$ cat src/rtl/sdp_pkg.sv
package sdp_pkg;

    localparam int FRAC_BITS_DEF   = 24;
    localparam int VALUE_WIDTH_DEF = 48;
    localparam int FIELD_W         = 48;
    localparam int EXP_W           = 32;
    localparam int LOG_FRAC        = 30;
    localparam int EXP_FRAC        = 24;
    localparam int ADDR_W          = 6;
    localparam int DATA_W          = 64;

    localparam logic [2:0] REG_OWN_VOLUME     = 3'd0;
    localparam logic [2:0] REG_REST_DENSITY   = 3'd1;
    localparam logic [2:0] REG_KERNEL_AT_ZERO = 3'd2;
    localparam logic [2:0] REG_STIFFNESS      = 3'd3;
    localparam logic [2:0] REG_EXPONENT       = 3'd4;

    typedef struct packed {
        logic               first;
        logic               has;
        logic               last;
        logic [FIELD_W-1:0] nv;
        logic [FIELD_W-1:0] kw;
    } item_t;

    typedef struct packed {
        logic [FIELD_W-1:0] own_volume;
        logic [FIELD_W-1:0] rest_density;
        logic [FIELD_W-1:0] kernel_at_zero;
        logic [FIELD_W-1:0] stiffness;
        logic [EXP_W-1:0]   exponent;
    } cfg_t;

    typedef enum logic [1:0] {
        SH_FRAC,
        SH_LOG,
        SH_EXP
    } mul_shift_t;

    typedef struct packed {
        logic        start;
        mul_shift_t  sh;
        logic [63:0] a;
        logic [63:0] b;
    } mul_req_t;

    typedef struct packed {
        logic        done;
        logic [63:0] res;
    } mul_rsp_t;

    typedef logic [LOG_FRAC:0][31:0] root_tab_t;

    // c[k] = 2^(2^-k) in Q2.30, each entry the square root of the one before
    function automatic root_tab_t build_roots();
        root_tab_t   t;
        logic [63:0] v;
        logic [63:0] r;
        logic [63:0] bit_v;
        t[0] = 32'h8000_0000;
        for (int k = 1; k <= LOG_FRAC; k++) begin
            v     = {32'b0, t[k-1]} << LOG_FRAC;
            r     = '0;
            bit_v = 64'h4000_0000_0000_0000;
            for (int i = 0; i < 32; i++) begin
                if (v >= r + bit_v) begin
                    v = v - (r + bit_v);
                    r = (r >> 1) + bit_v;
                end else begin
                    r = r >> 1;
                end
                bit_v = bit_v >> 2;
            end
            t[k] = r[31:0];
        end
        return t;
    endfunction

endpackage

$ cat src/rtl/sdp_queue.sv
module sdp_queue (
    input  logic           aclk,
    input  logic           aresetn,
    input  logic           push_valid,
    input  sdp_pkg::item_t push_item,
    output logic           push_ready,
    output logic           pop_valid,
    output sdp_pkg::item_t pop_item,
    input  logic           pop
);
    import sdp_pkg::*;

    item_t      mem [2];
    logic       wr_ptr_reg;
    logic       rd_ptr_reg;
    logic [1:0] count_reg;
    logic       do_push;

    assign push_ready = (count_reg != 2'd2);
    assign pop_valid  = (count_reg != 2'd0);
    assign pop_item   = mem[rd_ptr_reg];
    assign do_push    = push_valid && push_ready;

    always_ff @(posedge aclk) begin
        if (do_push) begin
            mem[wr_ptr_reg] <= push_item;
        end
    end

    always_ff @(posedge aclk) begin
        if (!aresetn) begin
            wr_ptr_reg <= 1'b0;
            rd_ptr_reg <= 1'b0;
            count_reg  <= 2'd0;
        end else begin
            if (do_push) begin
                wr_ptr_reg <= ~wr_ptr_reg;
            end
            if (pop) begin
                rd_ptr_reg <= ~rd_ptr_reg;
            end
            count_reg <= count_reg + 2'(do_push) - 2'(pop);
        end
    end

endmodule

$ cat config.mk
export PLATFORM = sky130hd
export DESIGN_NAME = sdp_queue
export DESIGN_NICKNAME = d
export VERILOG_FILES = /design/src/rtl/sdp_pkg.sv /design/src/rtl/sdp_queue.sv
export SDC_FILE = /design/constraint.sdc
export NUM_CORES = 1
export LEC_CHECK = 0
export ABC_AREA = 1
export BUFFER_PORTS_ARGS = -buffer_cell sky130_fd_sc_hd__buf_4
export CAP_MARGIN = 25
export CORE_MARGIN = 10
export CORE_UTILIZATION = 56
export DETAILED_ROUTE_END_ITERATION = 8
export HOLD_SLACK_MARGIN = 0.1
export PLACE_DENSITY = 0.85
export SLEW_MARGIN = 20
export SYNTH_ARGS = -nofsm -noshare
export SYNTH_HDL_FRONTEND = slang
export SYNTH_SLANG_ARGS = --single-unit
$ cat constraint.sdc
create_clock -name aclk -period 11.14 [get_ports aclk]
set_clock_uncertainty 0.1 [all_clocks]
set_input_delay 1.114 -clock aclk [delete_from_list [all_inputs] [get_ports aclk]]
set_output_delay 1.114 -clock aclk [all_outputs]
set_load 0.01 [all_outputs]
Word-level counts from Yosys, hierarchy flattened
Memories as Yosys holds them, arrays and structs flattened. A register that Yosys moved wholly into a read port is not among the register bits.
Index checks and enable logic that the tools add are counted.

storage, ports and cells
  bits in registers = 4
  RAM bits = 198
  input port bits = 103
  logic and storage cells = 15
  memories = 1

memories
  memory  depth  bits a word  read ports  clocked after memory_dff  write ports  RTL line         RTL
  mem     2      99           1           1                         1            sdp_queue.sv:13  item_t mem [2];

operators by class
  add/sub/neg operators = 2
  equal/unequal tests = 1
  mux-type cells = 4
  bitwise operators = 2
  reduce and logical (&&, ||, !) cells = 2

operators with widths
  kind                                         number
  1-bit two-way mux                            4
  2-bit by 1-bit adder with 2-bit output       1
  2-bit != test, second input constant         1
  1-bit inverter                               2
  2-bit nonzero test                           1
  2-bit by 1-bit subtractor with 2-bit output  1
  1-bit logical AND                            1

Logic depth before layout (Yosys ltp)
  word-level depth = 4
  depth in mapped cells = 11
  gate-level depth less buffers = 11

Least setup slack after synthesis
Ideal clock, no wire load.

  kind = input to register
  start = input port push_valid
  end = memory mem[1][0] (netlist name) (enable)
  library setup time = 0.560 ns
  arrival = 5.410 ns
  slack = 5.070 ns
  stages = 2
  path through = nand2_1 > nor2_1

on the way
  longest elaborated chain between the ends = 3

RTL lines
  element                                  RTL line         RTL
  start, declared                          sdp_queue.sv:4   input logic push_valid,
  1-bit logical AND                        sdp_queue.sv:22  assign do_push = push_valid && push_ready;
  1-bit two-way mux                        sdp_queue.sv:25  if (do_push) begin
  1-bit two-way mux (not written as such)  sdp_queue.sv:26  mem[wr_ptr_reg] <= push_item;
  end, declared                            sdp_queue.sv:13

Every way passes these cells.

==> out/metrics.csv <==
metric,value,unit
antenna cells,0,
CTS tree,done,
vias in the first global route,4255,
Initial DRT Pass Iterations,4,
mapped cell area,7390,µm²
Synth top area share,80.4,%
Global Route Usage Sum,16.3,%
DRT iter0 DRCs,310,
worst-path maximum fanout,54,
Multi-input gate area,1270,µm²
crit share post-route,33.8,%
Pleak,3.70,nW
# port buffers,203,
grt total ovfl,0,
CP Class,flip-flop to output pin,
CTS sink count,203,
RSZ-0062 raised after global routing,no,
chip width,135,µm
post-CTS sizing,0,
relative slew slack,49.5,%
Worst Hold Class,flip-flop to flip-flop,
crit path launch type,flip-flop,
MaxCap Viol Count,0,
via/cell ratio,5.19,
DR WL/cell,20.9,µm
CTS root buffer,clkbuf_16,
sequential cell area,6050,µm²
Final Slew Violations,0,
Commonest cells post-synth,"198 x edfxtp_1, 89 x mux2_2, 12 x nand2_1",
total power per unit cell area,187,nW/µm²
Largest register FFs,198,
"Primary FF master, synth",edfxtp_1,
Post-synth EDFFs,198,
crit path capture type,output pin,
slew at the pin closest to its max-slew limit,0.757,ns
syn_nets,445,
Clock transition at path regs,0.06,ns
largest area contributor in the netlist,edfxtp_1,
total number of vias,3865,
Die Footprint,18200,µm²
Synth cell types,13,
first-pass GRT wire length,23500,µm
"Hold-fix buffers, CTS",0,
Synth area leaders,"edfxtp_1 80%, mux2_2 14%, mux2_4 2.0%",
post-synthesis sequential area ratio,81.8,%
share of cells above drive strength 1,59.2,%
Cell Rows,41,
Achievable Freq,266,MHz
H-tree depth,1,
"Arr. time, crit path",2.55,ns
setup bufs post-CTS,0,
outcome,finished clean,
Antenna Nets Post-Route,0,
"Power, Total",0.00182,W
Setup TNS Final,0,ns
"Hold Vio Cnt, Final",0,
Final min period,3.77,ns
core outline area,12800,µm²
CTS buffer count,20,
clk_lat worst skew,0.47,ns
most numerous cell in the Yosys netlist,edfxtp_1,
fill count,706,
initial antenna violation count,0,
"Area growth, synth to finish",31.9,%
Die Ht,135,µm
Synth Register Bits,203,
cells after synthesis,341,
Synth warnings,0,
I/O Pins,204,
GPL Wtd Cong,0.750,
Max clock buf depth,3,
nets,664,
Routed WL,15600,µm
Worst EP required,9.93,ns
DRC viols,0,
Peak VDD IR,169,µV
largest net degree at the start of global routing,56,
Setup Viol. Count Final,0,
initial core utilization,57.9,%
Async SR Flop Fraction,0,%
Syn Area/Cell,21.7,µm²
dpl hpwl,10800,µm
[layout by cell type, fill, tap and decap left out]
cell / instances
dfxtp_4: 1
nor2_1: 5
nor2_4: 2
ha_1: 1
clkinv_1: 3
a21oi_1: 1
xnor2_1: 1
mux2_2: 89
edfxtp_1: 198
bufinv_16: 2
nand2_1: 12
inv_1: 5
clkbuf_1: 3
clkbuf_16: 21
nand3_1: 1
mux2_4: 10
clkinv_2: 6
buf_4: 208
dfxtp_1: 4
[final timing paths]
kind	from	to	slack [ns]	depth (start not counted)
setup / recovery	flip-flop	pop_item[61]	7.37	3
hold / removal	rd_ptr_reg	rd_ptr_reg	0.40	2
setup reg to reg	count_reg[0]	mem[1][38]	8.52	6
hold reg to reg	rd_ptr_reg	rd_ptr_reg	0.40	2
[logic make-up after synthesis]
kind of cell	synth area share, %
buf+inv	1.25
fa+ha+maj	0.169
compound gates	0.0676
xor+xnor	0.118
flops	81.8
mux	15.6
simple gates	1.03
[metrics by stage]
step / cell area (µm²) / setup slack [ns] / hold WS, ns / cells / utilization [%]
global placement: 9110 / 7.85 / 0.377 / 710 / 71.4
finish: 9750 / 7.37 / 0.403 / 745 / 76.4
detailed placement: 9110 / 7.77 / 0.392 / 710 / 71.4
global route: 9750 / 7.25 / 0.469 / 745 / 76.4
CTS: 9750 / 7.30 / 0.406 / 745 / 76.4
floorplan: 7390 / 5.07 / 0.363 / 341 / -
[worst max-delay path, stage by stage (launching register included)]
cell	delay [ns]
dfxtp_4	0.77
buf_4	0.70
mux2_2	0.44
buf_4	0.15
[power by group]
part	switching [W]	leakage, nW	internal (W)	total [W]
logic	0.000117	1.49	0.000123	0.000240
clock network	0.000257	0.319	0.000388	0.000646
registers	0.0000199	1.89	0.000915	0.000934
total	0.000394	3.70	0.00143	0.00182
[cell type report]
type | instances | area share, %
Tap cell | 172 | 2.21
Timing Repair Buffer | 208 | 16.0
Sequential cell | 203 | 62.0
Clock buffer | 24 | 5.50
Multi-Input combinational cell | 122 | 13.0
Inverter | 5 | 0.192
Clock inverter | 11 | 1.04
[routing by layer]
layer  part of all wire (%)  up-vias  global-route usage (%)
li1                       -     1770                       -
met1                     37     1921                    17.9
met2                     52      154                    29.0
met3                    9.5       20                    6.42
met4                    1.6        0                    3.75
met5                      0        -                       0
(Power assumes the default switching activity.)
