--- src/rtl/sdp_pkg.sv ---
package sdp_pkg;

    localparam int FRAC_BITS_DEF   = 24;
    localparam int VALUE_WIDTH_DEF = 48;
    localparam int FIELD_W         = 48;
    localparam int EXP_W           = 32;
    localparam int LOG_FRAC        = 30;
    localparam int EXP_FRAC        = 24;
    localparam int ADDR_W          = 6;
    localparam int DATA_W          = 64;

    localparam logic [2:0] REG_OWN_VOLUME     = 3'd0;
    localparam logic [2:0] REG_REST_DENSITY   = 3'd1;
    localparam logic [2:0] REG_KERNEL_AT_ZERO = 3'd2;
    localparam logic [2:0] REG_STIFFNESS      = 3'd3;
    localparam logic [2:0] REG_EXPONENT       = 3'd4;

    typedef struct packed {
        logic               first;
        logic               has;
        logic               last;
        logic [FIELD_W-1:0] nv;
        logic [FIELD_W-1:0] kw;
    } item_t;

    typedef struct packed {
        logic [FIELD_W-1:0] own_volume;
        logic [FIELD_W-1:0] rest_density;
        logic [FIELD_W-1:0] kernel_at_zero;
        logic [FIELD_W-1:0] stiffness;
        logic [EXP_W-1:0]   exponent;
    } cfg_t;

    typedef enum logic [1:0] {
        SH_FRAC,
        SH_LOG,
        SH_EXP
    } mul_shift_t;

    typedef struct packed {
        logic        start;
        mul_shift_t  sh;
        logic [63:0] a;
        logic [63:0] b;
    } mul_req_t;

    typedef struct packed {
        logic        done;
        logic [63:0] res;
    } mul_rsp_t;

    typedef logic [LOG_FRAC:0][31:0] root_tab_t;

    // c[k] = 2^(2^-k) in Q2.30, each entry the square root of the one before
    function automatic root_tab_t build_roots();
        root_tab_t   t;
        logic [63:0] v;
        logic [63:0] r;
        logic [63:0] bit_v;
        t[0] = 32'h8000_0000;
        for (int k = 1; k <= LOG_FRAC; k++) begin
            v     = {32'b0, t[k-1]} << LOG_FRAC;
            r     = '0;
            bit_v = 64'h4000_0000_0000_0000;
            for (int i = 0; i < 32; i++) begin
                if (v >= r + bit_v) begin
                    v = v - (r + bit_v);
                    r = (r >> 1) + bit_v;
                end else begin
                    r = r >> 1;
                end
                bit_v = bit_v >> 2;
            end
            t[k] = r[31:0];
        end
        return t;
    endfunction

endpackage

--- src/rtl/sdp_mul.sv ---
module sdp_mul #(
    parameter int FracBits = sdp_pkg::FRAC_BITS_DEF
) (
    input  logic              aclk,
    input  logic              aresetn,
    input  sdp_pkg::mul_req_t req,
    output sdp_pkg::mul_rsp_t rsp
);
    import sdp_pkg::*;

    logic [63:0]  a_reg;
    logic [63:0]  b_reg;
    mul_shift_t   sh_reg;
    logic [127:0] acc_reg;
    logic [63:0]  pp_reg;
    logic [1:0]   pidx_reg;
    logic [2:0]   cnt_reg;
    logic         active_reg;
    logic         done_reg;
    logic [63:0]  res_reg;

    logic [31:0]  a_half;
    logic [31:0]  b_half;
    logic [1:0]   pp_pos;
    logic [127:0] pp_shifted;
    logic [6:0]   amt;
    logic [127:0] shifted;
    logic [63:0]  sat;

    assign a_half     = cnt_reg[1] ? a_reg[63:32] : a_reg[31:0];
    assign b_half     = cnt_reg[0] ? b_reg[63:32] : b_reg[31:0];
    assign pp_pos     = 2'(pidx_reg[1]) + 2'(pidx_reg[0]);
    assign pp_shifted = {64'b0, pp_reg} << {pp_pos, 5'b0};

    always_comb begin
        case (sh_reg)
            SH_FRAC: amt = 7'(FracBits);
            SH_LOG:  amt = 7'(LOG_FRAC);
            SH_EXP:  amt = 7'(EXP_FRAC);
            default: amt = 7'(FracBits);
        endcase
    end

    assign shifted = acc_reg >> amt;
    assign sat     = (|shifted[127:64]) ? {64{1'b1}} : shifted[63:0];

    assign rsp.done = done_reg;
    assign rsp.res  = res_reg;

    // four 32x32 partial products, each registered before it is added
    always_ff @(posedge aclk) begin
        if (!aresetn) begin
            active_reg <= 1'b0;
            done_reg   <= 1'b0;
        end else begin
            done_reg <= 1'b0;
            if (req.start) begin
                a_reg      <= req.a;
                b_reg      <= req.b;
                sh_reg     <= req.sh;
                acc_reg    <= '0;
                cnt_reg    <= 3'd0;
                active_reg <= 1'b1;
            end else if (active_reg) begin
                cnt_reg <= cnt_reg + 3'd1;
                if (cnt_reg < 3'd4) begin
                    pp_reg   <= a_half * b_half;
                    pidx_reg <= cnt_reg[1:0];
                end
                if (cnt_reg >= 3'd1 && cnt_reg <= 3'd4) begin
                    acc_reg <= acc_reg + pp_shifted;
                end
                if (cnt_reg == 3'd5) begin
                    res_reg    <= sat;
                    done_reg   <= 1'b1;
                    active_reg <= 1'b0;
                end
            end
        end
    end

endmodule

--- config.mk ---
export PLATFORM = sky130hd
export DESIGN_NAME = sdp_mul
export DESIGN_NICKNAME = d
export VERILOG_FILES = /design/src/rtl/sdp_pkg.sv /design/src/rtl/sdp_mul.sv
export SDC_FILE = /design/constraint.sdc
export NUM_CORES = 2
export LEC_CHECK = 0
export BUFFER_PORTS_ARGS = -buffer_cell sky130_fd_sc_hd__buf_2
export CORE_MARGIN = 1.5
export CORE_UTILIZATION = 37
export CTS_CLUSTER_DIAMETER = 60
export DETAILED_ROUTE_END_ITERATION = 8
export GPL_ROUTABILITY_DRIVEN = 1
export PLACE_DENSITY = 0.58
export SLEW_MARGIN = 40
export SYNTH_ARGS = -nofsm -noshare
export SYNTH_HDL_FRONTEND = slang
export SYNTH_SLANG_ARGS = --single-unit
--- constraint.sdc ---
create_clock -name aclk -period 16.05 [get_ports aclk]
set_input_delay 3.21 -clock aclk [delete_from_list [all_inputs] [get_ports aclk]]
set_output_delay 3.21 -clock aclk [all_outputs]
set_load 0.1 [all_outputs]
== Yosys cells after proc, flatten, opt, wreduce, memory -nomap -nowiden ==
Index checks and enable logic that the tools add are counted.

* Input port bits: 133
* Output and inout bits: 65
* Register bits: 393

* $add $sub $neg: 3
* Reductions and logical operators: 10
* Magnitude comparators: 3
* Bitwise operators: 3
* Shifts and indexed selects: 2
* Equality and inequality tests: 2
* $mul: 1
* Multiplexer cells: 10

{| class="wikitable"
|+ Operators by type and width
! operator !! count
|-
| 128-bit 2-to-1 mux || 2
|-
| 128-bit adder || 1
|-
| 64-bit by 7-bit left shift with 128-bit output || 1
|-
| 128-bit by 7-bit >> shifter with 128-bit output || 1
|-
| 32-bit by 32-bit multiplier with 64-bit output || 1
|-
| 32-bit 2-to-1 mux || 2
|-
| 64-bit OR reduction || 1
|-
| 4-bit AND reduction || 2
|-
| 3-bit 2-to-1 mux || 2
|-
| 1-bit 2-to-1 mux || 4
|-
| 2-bit AND reduction || 2
|-
| 2-bit nonzero test || 2
|-
| 3-bit by 1-bit adder with 3-bit output, second input constant || 1
|-
| 3-bit == test, second input constant || 1
|-
| 3-bit by 1-bit greater-or-equal comparator with 1-bit output, second input constant || 1
|-
| 3-bit less-or-equal comparator, second input constant || 1
|-
| 3-bit < comparator, second input constant || 1
|-
| 1-bit NOT || 3
|-
| 3-bit AND reduction || 1
|-
| 3-bit OR reduction || 1
|-
| 1-bit by 1-bit adder with 2-bit output || 1
|-
| 2-bit by 1-bit == test with 1-bit output, second input constant || 1
|-
| 1-bit logical AND || 1
|}

== Logic depth before layout (Yosys ltp) ==
* Word-level depth: 5
* Gate-level depth with buffers: 35

== Worst setup path after synthesis ==
Ideal clock, no wire load.

* Path kind: input port to flip-flop
* From: in req[130] (netlist bit)
* To: reg acc_reg[0], enable pin
* Required time: 15.418 ns
* Arrival: 9.470 ns
* Path slack: 5.949 ns
* Setup time: 0.632 ns
* Stages on the path: 4
* Cell sequence: clkbuf_1 clkbuf_1 a21oi_1 nor2b_1

* Longest elaborated chain between the ends: 2
* Elaborated cells on any way between the ends: 3

{| class="wikitable"
|+ Ends and longest elaborated chain
! what !! line !! text
|-
| from (decl) || sdp_mul.sv:6 || <nowiki>input sdp_pkg::mul_req_t req,</nowiki>
|-
| 2-bit nonzero test (no source line) || n/a ||
|-
| 3-bit AND reduction (no source line) * || n/a ||
|-
| to (signal assigned) || sdp_mul.sv:71 || <nowiki>acc_reg <= acc_reg + pp_shifted;</nowiki>
|-
| to (decl) || sdp_mul.sv:14 || <nowiki>logic [127:0] acc_reg;</nowiki>
|}

Mark *: on every way between the ends. The rest lies on a longest branch, timed or not.
A chain may end at the register's enable or synchronous reset.

== Final worst setup path ==
* From: reg cnt_reg[0]
* To: reg pp_reg[63], data pin

* Longest elaborated chain between the ends: 2

{| class="wikitable"
|+ Ends and longest elaborated chain
! what !! line !! text
|-
| from (decl) || sdp_mul.sv:17 || <nowiki>logic [2:0] cnt_reg;</nowiki>
|-
| from (signal assigned) || sdp_mul.sv:65 || <nowiki>cnt_reg <= cnt_reg + 3'd1;</nowiki>
|-
| 32-bit 2-to-1 mux || sdp_mul.sv:31 || <nowiki>assign b_half = cnt_reg[0] ? b_reg[63:32] : b_reg[31:0];</nowiki>
|-
| 32-bit by 32-bit multiplier with 64-bit output || sdp_mul.sv:67 || <nowiki>pp_reg <= a_half * b_half;</nowiki>
|-
| to (signal assigned) || sdp_mul.sv:67 ||
|-
| to (decl) || sdp_mul.sv:15 || <nowiki>logic [63:0] pp_reg;</nowiki>
|}

Every way passes these cells.

==> flow_metrics.tcl <==
set metrics [dict create \
    status "finished clean" \
    vias 44900 \
    synthCells 6109 \
    antenna_found_initial 2 \
    track_usage_pct 25.7 \
    wl_per_cell_um 24.1 \
    ys_seq_elements 393 \
    min_from "acc_reg[25]" \
    rsz0062_at_grt "false" \
    grt_first_pass_wirelength_mm 293 \
    critPathArrivalTime_ps 10060 \
    hold_violations 0 \
    grt_max_degree 80 \
    yosys.area_share.simple_pct 15.5 \
    cts-hold-fix-buffers 0 \
    synth.most_common_cell "inv_1" \
    synth_top_cell_area_share_pct 31.9 \
    via_per_inst 5.47 \
    syn_avg_cell_area_um2 9.22 \
    largest_register_ffs 128 \
    fin_area_um2 61300 \
    worst_pin_slew_ps 887 \
    ys_types 92 \
    initial_core_util_pct 37.2 \
    drtPass1Iterations 6 \
    post-cts-setup-buffers 0 \
    dieWidth_um 393 \
    hold_path.class "flip-flop to flip-flop" \
    clock.fmax_ghz 0.103 \
    synth_top_family_by_area "adder cells" \
    worst_ep_required_time_ps 16440 \
    die_h_um 393 \
    clock_sinks 393 \
    synth-xor-area-share_pct 2.74 \
    synth_mux_area_share_pct 3.00 \
    holdPathStages 2 \
    drive_gt1_share_pct 8.81 \
    final_cells 8208 \
    ioPinCount 198 \
    hold_path_end "res_reg[1]" \
    drt_iter0_markers 4039 \
    grt_overflow_total 0 \
    rrSetupSlack_ps 6370 \
    route.detailed.drc 0 \
    dp_cells 8116 \
    cp-end-kind "flip-flop" \
    synth.area.top_cells "fa_1 (32%), edfxtp_1 (21%), ha_1 (8.7%), inv_1 (6.3%), nor2_1 (6.0%)" \
    rr_endpoint "pp_reg[63]" \
    setup_viol 0 \
    cts_resized 0 \
    port_buffers 197 \
    report.final.slew_viol_count 0 \
    hpwl_mm 156 \
    r2r_cells 29 \
    finalCritPeriodShare_pct 60.3 \
    synth-edff-count 391 \
    mappedNetlistArea_um2 56300 \
    synth_flop_cell "edfxtp_1" \
    placed_area_um2 59700 \
    grt_pass1_vias 46400 \
    htree_levels 2 \
    yosysSeqAreaShare_pct 20.9 \
    place.gp.congestion 0.993 \
    cp_max_fo 56 \
    cts_tree "done" \
    setup_tns_ps 0 \
    r2r-start "cnt_reg[0]" \
    ys_top_cells_by_count "inv_1 (944), nor2_1 (899), fa_1 (897)" \
    nets 7563 \
    ant_nets 0 \
    rows 143 \
    worstSetupStartpointType "flip-flop" \
    synth_top_cell_by_area "fa_1" \
    fin_crit_ps 9680 \
    dieArea_um2 155000 \
    synth_nets 7533 \
    crit_top_cell "fa_1" \
    synth_adder_area_share_pct 40.6 \
    relSlewSlack_pct 39.2 \
    drv_cap 0 \
    cts_buffers 50 \
    clk_path_buf_depth 3 \
    synthArstFlopShare_pct 0 \
    clk_pin_slew_ps 60 \
    core_um2 152000 \
    yosys_warnings 0 \
    worstSetupPathType "flip-flop to flip-flop" \
    cts-root-buf "clkbuf_16" \
    insertion_delay_ps 680 \
    skew_ps 41.1 \
    drt-total-wl_mm 198 \
    syn2layout_area_growth_pct 8.88 \
    synth_compound_area_share_pct 8.83 \
    slowest_delay_ps 770 \
    cpMaxStageDelayCell "edfxtp_1" \
]
==> kinds of logic (layout without fill, tap and decap cells) <==
group                    count (synthesis)  count (layout)
AO/OA/AOI/OAI                          780             780
adder cells (fa/ha/maj)               1291            1291
multiplexers                           161             161
XOR/XNOR                               176             176
buffers and inverters                 1250            1318
other                                    0               1
AND/OR/NAND/NOR                       2058            2058
flip-flops                             393             393
==> per-layer routing <==
layer	wire, µm	vias up	GRT usage, %	share of wire (%)
li1	-	19600	-	-
met1	79900	22400	33.4	40
met2	85700	2260	39.5	43
met3	18900	560	5.87	9.6
met4	13600	0	14.7	6.8
met5	0	-	0	0
==> how the worst max path moves through the flow <==
stage	startpoint	end	slack (ps)	cells past startpoint
3_5_place_dp	cnt_reg[0]	pp_reg[63]	6450	29
2_1_floorplan	req[130]	acc_reg[0]	5950	4
5_1_grt	cnt_reg[0]	pp_reg[63]	5990	29
4_1_cts	cnt_reg[0]	pp_reg[63]	6430	29
3_3_place_gp	cnt_reg[0]	pp_reg[63]	6240	29
6_report	cnt_reg[0]	pp_reg[63]	6370	29
==> metrics by stage <==
stage	hold WS, ps	setup slack (ps)	utilization (%)
finish	616	6370	40.5
global route	645	5990	40.5
CTS	626	6430	40.5
detailed placement	610	6450	39.4
global placement	615	6240	39.4
floorplan	452	5950	-
==> placed cells by master, fill, tap and decap left out, types with 10 or more instances in the layout <==
master / Yosys / final
a21o_1: 66 / 66
buf_4: 1 / 79
a22o_1: 32 / 32
and3_1: 14 / 14
mux2i_1: 96 / 40
and2_1: 43 / 42
nor4_1: 21 / 20
xor2_1: 67 / 67
o21bai_1: 55 / 55
a211oi_1: 15 / 15
nor2_1: 899 / 896
ha_1: 394 / 393
mux2i_2: 0 / 47
edfxtp_1: 391 / 391
nand3_1: 92 / 92
or2_2: 14 / 14
mux2_2: 58 / 56
nor3_1: 48 / 48
fa_1: 897 / 897
nand4_1: 80 / 80
a31oi_1: 29 / 29
xnor2_1: 109 / 109
o21ai_1: 10 / 10
a21oi_1: 282 / 282
o21ai_0: 163 / 163
a21boi_0: 11 / 11
o21a_1: 20 / 20
buf_2: 16 / 196
nand2_1: 720 / 720
clkbuf_16: 0 / 50
inv_1: 944 / 944
nand2b_1: 20 / 19
nor2b_1: 61 / 57
==> area by class of cell <==
type | instances | area [µm²]
antenna | 1 | 2.50
clock buffer | 55 | 1270
clock inverter | 35 | 324
fill | 15100 | 90200
inverter | 944 | 3540
multi-input combinational | 4466 | 40200
sequential | 393 | 11800
tap | 2030 | 2540
timing repair buffer | 284 | 1690
==> critical path: cells and delay by family (launching register included) <==
family / cells / cell delay (ps)
buffers and inverters: 8 / 1430
muxes: 1 / 330
DFF: 1 / 770
adders and majority gates: 9 / 4380
AOI/OAI and AO/OA: 7 / 1760
and+or+nand+nor: 4 / 660
Power is not shown: default switching activity piles up to over one toggle a cycle in this logic, so the estimate is an artifact.
